$ cat config.mk
export PLATFORM = sky130hd
export DESIGN_NAME = fixed_token_substituter_core
export DESIGN_NICKNAME = d
export VERILOG_FILES = /design/src/hdl/fts_pkg.sv /design/src/hdl/fts_front.sv /design/src/hdl/fts_back.sv /design/src/hdl/fixed_token_substituter_core.sv
export SDC_FILE = /design/constraint.sdc
export NUM_CORES = 1
export LEC_CHECK = 0
export ABC_AREA = 1
export BUFFER_PORTS_ARGS = -buffer_cell sky130_fd_sc_hd__buf_2
export CAP_MARGIN = 25
export CORE_UTILIZATION = 55
export CTS_BUF_LIST = sky130_fd_sc_hd__clkbuf_4
export CTS_CLUSTER_SIZE = 14
export DETAILED_ROUTE_END_ITERATION = 10
export PLACE_DENSITY = 0.75
export SYNTH_ARGS = -nofsm -noshare
export SYNTH_HDL_FRONTEND = slang
export SYNTH_SLANG_ARGS = --single-unit
$ cat constraint.sdc
create_clock -name i_clk -period 2.9 [get_ports i_clk]
set_clock_uncertainty 0.2 [all_clocks]
set_input_delay 0.29 -clock i_clk [delete_from_list [all_inputs] [get_ports i_clk]]
set_output_delay 0.29 -clock i_clk [all_outputs]
set_load 0.02 [all_outputs]
$ cat src/hdl/fts_pkg.sv
// Shared types, constants and token tables for the fixed token substituter.
// No dependencies; used by fts_front, fts_back and the top level.
package fts_pkg;

    // Held buffer sizing
    localparam int MAX_TOKEN_LEN = 8;
    localparam int CNT_W = $clog2(MAX_TOKEN_LEN + 1);
    localparam int IDX_W = $clog2(MAX_TOKEN_LEN);

    // Escape strings are at most 6 bytes long
    localparam int ESC_W = 3;

    // Queue between front and back
    localparam int QUEUE_DEPTH = 4;
    localparam int QPTR_W = $clog2(QUEUE_DEPTH);
    localparam int QCNT_W = $clog2(QUEUE_DEPTH + 1);

    // Token head characters
    localparam logic [7:0] CH_STAR = 8'h2A;
    localparam logic [7:0] CH_I    = 8'h69;
    localparam logic [7:0] CH_DOT  = 8'h2E;
    localparam logic [7:0] CH_LBR  = 8'h7B;
    localparam logic [7:0] CH_RBR  = 8'h7D;

    // Multi-byte source tokens, index 0 is the first character
    localparam logic [0:7][7:0] FROM_INF  = "infinity";
    localparam logic [0:2][7:0] FROM_DOTS = "...";

    // Replacement strings
    localparam logic [0:4][7:0] ESC_COUT  = "\\cout";
    localparam logic [0:5][7:0] ESC_INFTY = "\\infty";
    localparam logic [0:5][7:0] ESC_CDOTS = "\\cdots";
    localparam logic [0:1][7:0] ESC_LBR   = "\\{";
    localparam logic [0:1][7:0] ESC_RBR   = "\\}";

    typedef enum logic [2:0] {
        TOK_STAR,
        TOK_INF,
        TOK_DOTS,
        TOK_LBR,
        TOK_RBR
    } t_tok;

    typedef enum logic [1:0] {
        KIND_NONE,
        KIND_PREFIX,
        KIND_FULL
    } t_kind;

    typedef struct packed {
        t_kind kind;
        t_tok  tok;
    } t_match;

    typedef struct packed {
        logic [7:0] ch;
        logic       fin;
    } t_item;

    typedef struct packed {
        logic  valid;
        t_item item;
    } t_qport;

    typedef logic [MAX_TOKEN_LEN-1:0][7:0] t_pend;

    // Length of a source token
    function automatic logic [CNT_W-1:0] from_len(input t_tok tok);
        logic [CNT_W-1:0] len;
        unique case (tok)
            TOK_STAR: len = CNT_W'(1);
            TOK_INF:  len = CNT_W'(8);
            TOK_DOTS: len = CNT_W'(3);
            TOK_LBR:  len = CNT_W'(1);
            TOK_RBR:  len = CNT_W'(1);
            default:  len = CNT_W'(1);
        endcase
        return len;
    endfunction

    // Character k of a source token (zero past the end of the dots token; one-byte tokens ignore k)
    function automatic logic [7:0] from_char(input t_tok tok, input logic [IDX_W-1:0] k);
        logic [7:0] c;
        c = '0;
        unique case (tok)
            TOK_STAR: c = CH_STAR;
            TOK_INF:  if (int'(k) < 8) c = FROM_INF[k[2:0]];
            TOK_DOTS: if (int'(k) < 3) c = FROM_DOTS[k[1:0]];
            TOK_LBR:  c = CH_LBR;
            TOK_RBR:  c = CH_RBR;
            default:  c = '0;
        endcase
        return c;
    endfunction

    // Length of a replacement string
    function automatic logic [ESC_W-1:0] esc_len(input t_tok tok);
        logic [ESC_W-1:0] len;
        unique case (tok)
            TOK_STAR: len = ESC_W'(5);
            TOK_INF:  len = ESC_W'(6);
            TOK_DOTS: len = ESC_W'(6);
            TOK_LBR:  len = ESC_W'(2);
            TOK_RBR:  len = ESC_W'(2);
            default:  len = ESC_W'(2);
        endcase
        return len;
    endfunction

    // Character k of a replacement string
    function automatic logic [7:0] esc_char(input t_tok tok, input logic [ESC_W-1:0] k);
        logic [7:0] c;
        c = '0;
        unique case (tok)
            TOK_STAR: if (k < ESC_W'(5)) c = ESC_COUT[k];
            TOK_INF:  if (k < ESC_W'(6)) c = ESC_INFTY[k];
            TOK_DOTS: if (k < ESC_W'(6)) c = ESC_CDOTS[k];
            TOK_LBR:  if (k < ESC_W'(2)) c = ESC_LBR[k[0]];
            TOK_RBR:  if (k < ESC_W'(2)) c = ESC_RBR[k[0]];
            default:  c = '0;
        endcase
        return c;
    endfunction

    // Match the first n held bytes against the token table.
    // Head characters are all distinct, so the first byte picks the token.
    function automatic t_match classify(input t_pend b, input logic [CNT_W-1:0] n);
        t_match           m;
        logic [CNT_W-1:0] len;
        logic             ok;
        m.kind = KIND_NONE;
        m.tok  = TOK_STAR;
        ok     = 1'b1;
        case (b[0])
            CH_STAR: m.tok = TOK_STAR;
            CH_I:    m.tok = TOK_INF;
            CH_DOT:  m.tok = TOK_DOTS;
            CH_LBR:  m.tok = TOK_LBR;
            CH_RBR:  m.tok = TOK_RBR;
            default: ok = 1'b0;
        endcase
        len = from_len(m.tok);
        if (n == '0 || n > len) ok = 1'b0;
        for (int k = 1; k < MAX_TOKEN_LEN; k++) begin
            if (CNT_W'(k) < n && from_char(m.tok, IDX_W'(k)) != b[k]) ok = 1'b0;
        end
        if (ok) begin
            m.kind = (n == len) ? KIND_FULL : KIND_PREFIX;
        end
        return m;
    endfunction

endpackage

$ cat src/hdl/fts_front.sv
// Front end: accepts input items and queues them for the back end.
// Depends on fts_pkg.
module fts_front (
    input  logic           i_clk,
    input  logic           i_rst_n,
    input  logic           i_valid,
    output logic           o_ready,
    input  fts_pkg::t_item i_item,
    output fts_pkg::t_qport o_q,
    input  logic           i_pop
);

    fts_pkg::t_item                     r_mem [fts_pkg::QUEUE_DEPTH];
    logic [fts_pkg::QPTR_W-1:0]         r_wr_ptr;
    logic [fts_pkg::QPTR_W-1:0]         r_rd_ptr;
    logic [fts_pkg::QCNT_W-1:0]         r_count;
    logic                               push;
    logic                               pop;

    assign o_ready = (r_count < fts_pkg::QCNT_W'(fts_pkg::QUEUE_DEPTH));
    assign push    = i_valid && o_ready;
    assign pop     = i_pop && (r_count != '0);

    // Head of queue
    assign o_q.valid = (r_count != '0);
    assign o_q.item  = r_mem[r_rd_ptr];

    // Storage write
    always_ff @(posedge i_clk) begin
        if (push) begin
            r_mem[r_wr_ptr] <= i_item;
        end
    end

    // Pointers and fill count
    always_ff @(posedge i_clk) begin
        if (!i_rst_n) begin
            r_wr_ptr <= '0;
            r_rd_ptr <= '0;
            r_count  <= '0;
        end else begin
            if (push) r_wr_ptr <= r_wr_ptr + 1'b1;
            if (pop)  r_rd_ptr <= r_rd_ptr + 1'b1;
            case ({push, pop})
                2'b10:   r_count <= r_count + 1'b1;
                2'b01:   r_count <= r_count - 1'b1;
                default: r_count <= r_count;
            endcase
        end
    end

endmodule

$ cat src/hdl/fts_back.sv
// Back end: held-byte buffer, token matcher, rescan sequencer, output register.
// Depends on fts_pkg.
module fts_back (
    input  logic            i_clk,
    input  logic            i_rst_n,
    input  fts_pkg::t_qport i_q,
    output logic            o_pop,
    output logic            o_m_valid,
    input  logic            i_m_ready,
    output logic [7:0]      o_m_data,
    output logic            o_m_last
);

    typedef enum logic [1:0] {
        S_LOAD,
        S_SCAN,
        S_TOKEN
    } t_state;

    t_state                         r_state;
    fts_pkg::t_pend                 r_pend;
    logic [fts_pkg::CNT_W-1:0]      r_cnt;
    logic                           r_fin;
    fts_pkg::t_tok                  r_tok;
    logic [fts_pkg::ESC_W-1:0]      r_k;
    logic                           r_out_valid;
    logic [7:0]                     r_out_data;
    logic                           r_out_last;

    fts_pkg::t_pend                 shifted;
    fts_pkg::t_match                m_cur;
    fts_pkg::t_match                m_rest;
    logic                           out_free;
    logic                           out_load;
    logic                           raw_last;
    logic                           tok_last;

    // Held bytes after dropping the first one
    assign shifted = {r_pend[fts_pkg::MAX_TOKEN_LEN-1], r_pend[fts_pkg::MAX_TOKEN_LEN-1:1]};

    // Match on the buffer now, and on the buffer after a raw pass
    assign m_cur  = fts_pkg::classify(r_pend, r_cnt);
    assign m_rest = fts_pkg::classify(shifted, r_cnt - 1'b1);

    // A raw byte ends the run if nothing is left, or what is left waits for more
    assign raw_last = (r_cnt == fts_pkg::CNT_W'(1)) ||
                      (m_rest.kind == fts_pkg::KIND_PREFIX && !r_fin);
    assign tok_last = (r_k == fts_pkg::esc_len(r_tok) - 1'b1);

    assign out_free = !r_out_valid || i_m_ready;
    assign o_pop    = (r_state == S_LOAD) && i_q.valid;

    // An output byte is loaded this cycle: a raw pass or an escape byte
    assign out_load = out_free &&
                      ((r_state == S_TOKEN) ||
                       (r_state == S_SCAN && r_cnt != '0 &&
                        m_cur.kind != fts_pkg::KIND_FULL &&
                        !(m_cur.kind == fts_pkg::KIND_PREFIX && !r_fin)));

    assign o_m_valid = r_out_valid;
    assign o_m_data  = r_out_data;
    assign o_m_last  = r_out_last;

    // Sequencer, buffer and output register
    always_ff @(posedge i_clk) begin
        if (!i_rst_n) begin
            r_state     <= S_LOAD;
            r_cnt       <= '0;
            r_out_valid <= 1'b0;
        end else begin
            if (out_load) begin
                r_out_valid <= 1'b1;
            end else if (i_m_ready) begin
                r_out_valid <= 1'b0;
            end
            unique case (r_state)
                S_LOAD: begin
                    if (i_q.valid) begin
                        r_pend[r_cnt[fts_pkg::IDX_W-1:0]] <= i_q.item.ch;
                        r_cnt   <= r_cnt + 1'b1;
                        r_fin   <= i_q.item.fin;
                        r_state <= S_SCAN;
                    end
                end
                S_SCAN: begin
                    if (r_cnt == '0) begin
                        r_state <= S_LOAD;
                    end else if (m_cur.kind == fts_pkg::KIND_FULL) begin
                        r_cnt   <= '0;
                        r_tok   <= m_cur.tok;
                        r_k     <= '0;
                        r_state <= S_TOKEN;
                    end else if (m_cur.kind == fts_pkg::KIND_PREFIX && !r_fin) begin
                        r_state <= S_LOAD;
                    end else if (out_free) begin
                        // pass the first held byte unchanged and rescan the rest
                        r_out_data  <= r_pend[0];
                        r_out_last  <= raw_last;
                        r_pend      <= shifted;
                        r_cnt       <= r_cnt - 1'b1;
                        if (raw_last) r_state <= S_LOAD;
                    end
                end
                S_TOKEN: begin
                    if (out_free) begin
                        r_out_data  <= fts_pkg::esc_char(r_tok, r_k);
                        r_out_last  <= tok_last;
                        r_k         <= r_k + 1'b1;
                        if (tok_last) r_state <= S_LOAD;
                    end
                end
                default: r_state <= S_LOAD;
            endcase
        end
    end

    // A new byte always finds room in the held buffer
    a_room_on_load: assert property (@(posedge i_clk) disable iff (!i_rst_n)
        (r_state == S_LOAD && i_q.valid) |-> (r_cnt < fts_pkg::CNT_W'(fts_pkg::MAX_TOKEN_LEN)))
        else $error("held buffer full on load");

    // Escape emission stays inside the string and the buffer is already cleared
    a_token_bounds: assert property (@(posedge i_clk) disable iff (!i_rst_n)
        (r_state == S_TOKEN) |-> (r_k < fts_pkg::esc_len(r_tok) && r_cnt == '0))
        else $error("escape index out of range");

    // Scanning never starts on an empty buffer
    a_scan_nonempty: assert property (@(posedge i_clk) disable iff (!i_rst_n)
        (r_state == S_SCAN) |-> (r_cnt != '0))
        else $error("scan with empty buffer");

endmodule

$ cat src/hdl/fixed_token_substituter_core.sv
// An accepted item goes through the input queue, the held buffer and the output register;
// a token is replaced in state S_TOKEN, one escape byte per output load, and held bytes
// are flushed raw the same way. The queue takes new items while the back end is busy, until it is full;
// the rescan sequencer in the back end emits one byte per cycle at most.
// Reset (i_rst_n low, synchronous) empties the input queue and the held buffer.
// Top level of the fixed token substituter. Depends on fts_pkg, fts_front, fts_back.
module fixed_token_substituter_core (
    input  logic       i_clk,
    input  logic       i_rst_n,
    input  logic       i_s_axis_tvalid,
    output logic       o_s_axis_tready,
    input  logic [7:0] i_s_axis_tdata,   // [7:0] char_in
    input  logic       i_s_axis_tlast,   // end_of_text
    output logic       o_m_axis_tvalid,
    input  logic       i_m_axis_tready,
    output logic [7:0] o_m_axis_tdata,   // [7:0] char_out
    output logic       o_m_axis_tlast    // last_of_run
);

    fts_pkg::t_item  in_item;
    fts_pkg::t_qport q;
    logic            q_pop;

    assign in_item.ch  = i_s_axis_tdata;
    assign in_item.fin = i_s_axis_tlast;

    // Input accept and queue
    fts_front u_front (
        .i_clk   (i_clk),
        .i_rst_n (i_rst_n),
        .i_valid (i_s_axis_tvalid),
        .o_ready (o_s_axis_tready),
        .i_item  (in_item),
        .o_q     (q),
        .i_pop   (q_pop)
    );

    // Matching and emission
    fts_back u_back (
        .i_clk     (i_clk),
        .i_rst_n   (i_rst_n),
        .i_q       (q),
        .o_pop     (q_pop),
        .o_m_valid (o_m_axis_tvalid),
        .i_m_ready (i_m_axis_tready),
        .o_m_data  (o_m_axis_tdata),
        .o_m_last  (o_m_axis_tlast)
    );

endmodule

==> results of run 1 <==
-- logic make-up after synthesis --
family,after synthesis
adder cells (fa/ha/maj),20
AND/OR/NAND/NOR,467
flip-flops,132
AO/OA/AOI/OAI,164
XOR/XNOR,15
buffers and inverters,149
-- sequential cells by signal (all words and copies together), names as in the netlist, named ones only --
register	flops
u_front.r_rd_ptr	2
u_back.r_k	3
u_front.r_count	3
u_back.r_pend	64
u_front.r_wr_ptr	2
u_back.r_cnt	4
u_front.r_mem	36
u_back.o_m_valid	1
u_back.r_fin	1
u_back.r_tok	3
u_back.o_m_last	1
u_back.r_state	2
u_back.o_m_data	8
-- cell type report --
type | count | area [µm²] | share of cell area, %
Timing Repair Buffer | 136 | 1080 | 11.2
Clock inverter | 14 | 155 | 1.61
Inverter | 124 | 465 | 4.83
Tap cell | 180 | 225 | 2.34
Multi-Input combinational cell | 667 | 3780 | 39.2
Sequential cell | 132 | 3800 | 39.5
Clock buffer | 18 | 135 | 1.40
-- worst min path at each step --
stage / cells after the start / slack [ns] / end
global route: 2 / 0.23 / u_front.r_mem[0][5]
floorplan: 0 / 0.19 / u_front.r_mem[0][0]
detailed placement: 2 / 0.26 / u_front.r_rd_ptr[1]
CTS: 2 / 0.23 / u_front.r_mem[3][8]
global placement: 2 / 0.25 / u_front.r_rd_ptr[1]
finish: 2 / 0.26 / u_front.r_mem[3][5]
-- metal layers --
metal	track usage [%]	share of wire (%)
met3	5.15	9.5
met1	39.9	39
met2	49.9	47
met4	18.8	4.8
met5	0	0
-- cell usage after synthesis (4+ instances only) --
library cell  number
nand2_2           11
clkinv_1           4
buf_2              4
nand2_4            5
clkbuf_1          15
nor2_1            95
o21ai_0           45
a21oi_1           40
nor3_1             9
nor2_2             8
nand3_2            6
nand4_1           18
a32o_1             8
edfxtp_1         116
o22ai_1           52
ha_1              19
buf_6              5
o211ai_1           6
xor2_1            13
nor2_4             4
inv_2              6
inv_1            114
dfxtp_1           16
nand2_1          224
nand3b_1           4
a211oi_1           4
nand3_1           78
-- metrics by stage --
stage | setup WS (ns) | std cells
2_1_floorplan | -0.149 | 947
3_3_place_gp | -0.0600 | 1212
3_5_place_dp | -0.174 | 1212
4_1_cts | -0.00157 | 1266
5_1_grt | -0.228 | 1271
6_report | -0.0656 | 1271
-- repair_timing --
action,4_1_cts,5_1_grt
cloned,1,0
pin swaps,17,20
hold buffers,12,0
setup endpoints to repair,76,79
endpoints found under the hold margin,52,0
buffers inserted,11,8
resized for setup,29,54
-- report_power, final --
part           switching, W  leakage, nW  internal (W)  total (W)
clock              0.000728        0.142      0.000528    0.00126
combinational       0.00223         2.85       0.00122    0.00345
sequential         0.000245         1.21       0.00256    0.00281
total               0.00320         4.19       0.00431    0.00751
-- worst reg2reg max path, stage by stage (launching register included) --
cell and delay (ns):
edfxtp_1 0.45, inv_2 0.10, nand2_4 0.08, nor2_4 0.19, nand2_1 0.09, ha_1 0.29
nand4_1 0.12, inv_2 0.05, a21oi_2 0.11, nor3_2 0.05, nand3_1 0.13, nor2_4 0.05
nand4_1 0.10, buf_4 0.15, nand4_1 0.16, a21oi_4 0.20, buf_12 0.15
==> results.ini, run 1 <==
[status]
status = complete, but fails checks
violations = negative setup slack

[floorplan]
die_w_um = 122
io_pins = 24
std_cell_rows = 43
die_h_um = 122
initial_core_util_pct = 56.5
coreArea_um2 = 13900
dieArea_um2 = 14800

[timing]
setup_viol = 42
final.setup.worst_slack_ns = -0.0656
slew_violations = 0
min_period_ns = 2.97
fmax_ghz = 0.337
period_share_pct = 102
grt_setup_unrepaired = true
finalHoldViolCount = 0
worst_hold_slack_ns = 0.265
finalSetupTns_ns = -1.04
slew_headroom_pct = 43.8
tightest_slew_ns = 0.839

[final_layout]
final_cell_mix = nand2_1 (212), edfxtp_1 (116), inv_1 (110), buf_4 (87), nor2_1 (86)
syn_to_final_growth_pct = 22.4
n_antenna_cell = 0
final_nets = 1111
n_fill_cell = 1085
postLayoutCoreUtil_pct = 69.2
drive_gt1_share_pct = 22.5
layout_commonest_cell = nand2_1
final_cell_area_um2 = 9640

[logic_synthesis]
synth_nets = 980
ys_seq_area_share_pct = 48.3
synth.cell_area_um2 = 7870
synth_area_leaders = edfxtp_1 (44%), nand2_1 (11%), inv_1 (5.4%)
synth_compound_area_share_pct = 12.3
synth_ff_type = edfxtp_1
async_reset_ff_share_pct = 0
synth_cells = 947
synth_top_family_by_area = simple AND/OR/NAND/NOR gates
synth_edf_count = 116
yosys.area_share.simple_pct = 26.7
synth-adder-area-share_pct = 3.27
yosysTopAreaCellShare_pct = 44.2
yosys.area.top_type = edfxtp_1
ys_ff_latch = 132
synth_warnings = 0
ys_types = 40
synthMuxAreaShare_pct = 0
synthXorXnorAreaFrac_pct = 1.67
avgSynthCellArea_um2 = 8.31

[worst_hold_path]
hold_path.class = in -> reg
min-delay-start = i_s_axis_tdata[4]

[clock_network]
cts_buffer_depth = 2
cts_tree = built
clock_sinks = 132
cts_buffers = 17
clk_latency_ns = 0.57
htree_levels = 4
clk_pin_slew_worst_paths_ns = 0.13
root_buffer = clkbuf_4

[critical_path]
regToRegEndpoint = u_back.o_m_last
critPathMaxFanout = 9
crit_end = u_back.o_m_last
cp.depth = 16
crit_top_cell = nand4_1
startpoint_type = flop
end_kind = flop
path_class = reg -> reg
cp_num_buf_inv = 4
reg2reg_depth = 16
worst_path_dominant_cell_family = simple AND/OR/NAND/NOR gates
worstPathRequired_ns = 2.99
rrSetupSlack_ns = -0.07
critical_path_arrival_ns = 3.05
timing.rr.start = u_back.r_pend[4]
path_cells = inv_2 > nand2_4 > nor2_4 > nand2_1 > ha_1 > nand4_1 > inv_2 > a21oi_2 > nor3_2 > nand3_1 > nor2_4 > nand4_1 > buf_4 > nand4_1 > a21oi_4 > buf_12
cp_slowest_cell = edfxtp_1
cp-startpoint = u_back.r_pend[4]
cp_slowest_stage_delay_ns = 0.45

[grt]
antenna_found_initial = 0
grt_pass1_vias = 6761
grt_max_degree = 30
grt_pass1_wl_um = 34500
grt_usage_pct = 31.2
grt-ovfl-total = 0

[run]
cap_violations = 0

[power_and_ir_drop]
powerDensity_nw_per_um2 = 779
power_leakage_nw = 4.19
peakVddDrop_mv = 0.592
power_w = 0.00751

[route]
avgRoutedWirePerCell_um = 17.7
vias = 7439
drt_iter0_drc = 903
dr.pass1.iters = 6
vias_per_cell = 5.85
wirelength_um = 22500
drc = 0
ant_nets = 0

[placement]
gp_congestion = 1.03
port_buffers = 23
hpwl_um = 15800
dpl-instance-area_um2 = 8760

No activity file was read; power rests on OpenSTA's default activity.
==> inputs of run 2 (changes only) <==
- clock period: 2.9 -> 2.6 ns (I/O delays scaled with it)
==> run 2 against run 1 <==
  * The run still ends with negative setup slack left
  * Worst hold slack worse by 0.012 ns
  * First-iteration DRC count grew 18%
  * Sequential power grew 12%
  * Via count grew 5.3%
  * Setup slack worse by 0.38 ns
  * Critical path type unchanged
  * Critical endpoint is now u_back.r_pend[1]
  * Largest power group unchanged
==> results.ini, run 2 (same netlist as run 1, synthesis figures left out) <==
[final_layout]
stdcell_count = 1320
n_antenna_cell = 0
seq_area_um2 = 3800
largest_reg_flops = 64
final_cell_mix = nand2_1 (192), buf_4 (123), edfxtp_1 (116), inv_1 (102), nor2_1 (81)
layout_commonest_cell = nand2_1
multi_input_area_um2 = 4010
regMostFlops = u_back.r_pend
n_fill_cell = 1000
final_nets = 1160
syn_to_final_growth_pct = 31.4
drive_gt1_share_pct = 29.7

[clock_network]
htree_levels = 4
clk_latency_ns = 0.56
clk_pin_slew_worst_paths_ns = 0.13
cts_buffer_depth = 2
cts_buffers = 17
cts_tree = built
clock_sinks = 132
root_buffer = clkbuf_4

[placement]
port_buffers = 23
place_inst = 1237
gp_congestion = 1.03
dp_slack_ns = -0.414
hpwl_um = 16800

[route]
wl_met3_um = 2330
top_layer = met4
wl_met2_um = 11400
wl_met1_um = 9630
avgRoutedWirePerCell_um = 18.8
ant_nets = 0
drt_iter0_drc = 1067
drc = 0
vias_per_cell = 5.93
wirelength_um = 24800
vias = 7830
dr.pass1.iters = 7

[power_and_ir_drop]
peakVddDrop_mv = 0.655
power_w = 0.00902
power_leakage_nw = 4.55
powerDensity_nw_per_um2 = 871

[floorplan]
std_cell_rows = 43
dieArea_um2 = 14800
coreArea_um2 = 13900
io_pins = 24
die_w_um = 122
die_h_um = 122
initial_core_util_pct = 56.5

[grt]
grt_pass1_wl_um = 36700
grt_pass1_vias = 7110
grt_usage_pct = 33.4
grt-ovfl-total = 0
grt_max_degree = 35
antenna_found_initial = 0

[critical_path]
reg2reg_depth = 16
worstPathRequired_ns = 2.64
timing.rr.start = u_back.r_pend[2]
crit_top_cell = nor2_4
startpoint_type = flop
cp.depth = 16
cp-startpoint = u_back.r_pend[2]
cp_slowest_stage_delay_ns = 0.44
cp_num_buf_inv = 3
end_kind = flop
worst_path_dominant_cell_family = simple AND/OR/NAND/NOR gates
cp_slowest_cell = edfxtp_1
path_class = reg -> reg
critPathMaxFanout = 8
critical_path_arrival_ns = 3.08
path_cells = inv_2 > nand2_4 > nor2_4 > buf_4 > nand2_1 > ha_1 > nor2_2 > o31ai_2 > a21oi_2 > nor3_2 > nand3_1 > nor2_4 > nand4_1 > nand4_4 > buf_12 > a21oi_4

[timing]
period_share_pct = 117
final.setup.worst_slack_ns = -0.444
setup_viol = 79
finalHoldViolCount = 0
tightest_slew_ns = 0.639
slew_headroom_pct = 57.4
min_period_ns = 3.04
slew_violations = 0
grt_setup_unrepaired = true
worst_hold_slack_ns = 0.252
fmax_ghz = 0.328

[worst_hold_path]
min-delay-start = i_s_axis_tdata[3]
hold_path.class = in -> reg
holdPathStages = 2

[run]
cap_violations = 0

[status]
status = complete, but fails checks
violations = negative setup slack

run 2: area by class of cell:
cell class / instances / share of cell area, %
well taps: 180 / 2.18
inverters: 124 / 4.58
flip-flops and latches: 132 / 36.8
multi-input cells: 666 / 38.7
clock inverters: 15 / 1.86
clock buffers: 17 / 1.23
repair buffers: 186 / 14.7
run 2: layer usage:
layer | vias to the layer above | global-route usage, %
li1 | 3600 | -
met1 | 3632 | 41.2
met2 | 472 | 53.6
met3 | 126 | 7.72
met4 | 0 | 19.3
met5 | - | 0
run 2: where the power goes:
part           internal (W)  switching [W]  total, W  leakage (nW)
clock              0.000691       0.000859   0.00155         0.165
sequential          0.00286       0.000296   0.00315          1.21
combinational       0.00162        0.00270   0.00431          3.18
total               0.00517        0.00385   0.00902          4.55
run 2: through the flow:
stage,setup TNS [ns],cell area [µm²],utilization (%)
global route,-41.02,10300,74.3
finish,-32.04,10300,74.3
global placement,-24.24,9080,65.2
floorplan,-15.59,8000,-
CTS,-24.23,9790,70.2
detailed placement,-29.78,9080,65.2
run 2: final timing paths:
kind | endpoint | slack [ns]
hold reg to reg | flop | 0.26
setup / recovery | u_back.r_pend[1] | -0.44
setup reg to reg | u_back.r_pend[1] | -0.44
hold / removal | u_front.r_mem[2][4] | 0.25
run 2: repair_timing:
item,in CTS,in global routing
endpoints found under the setup margin,79,80
resized for setup,38,106
hold buffers,13,0
pin swaps,12,50
buffers inserted,15,25
endpoints found under the hold margin,51,0
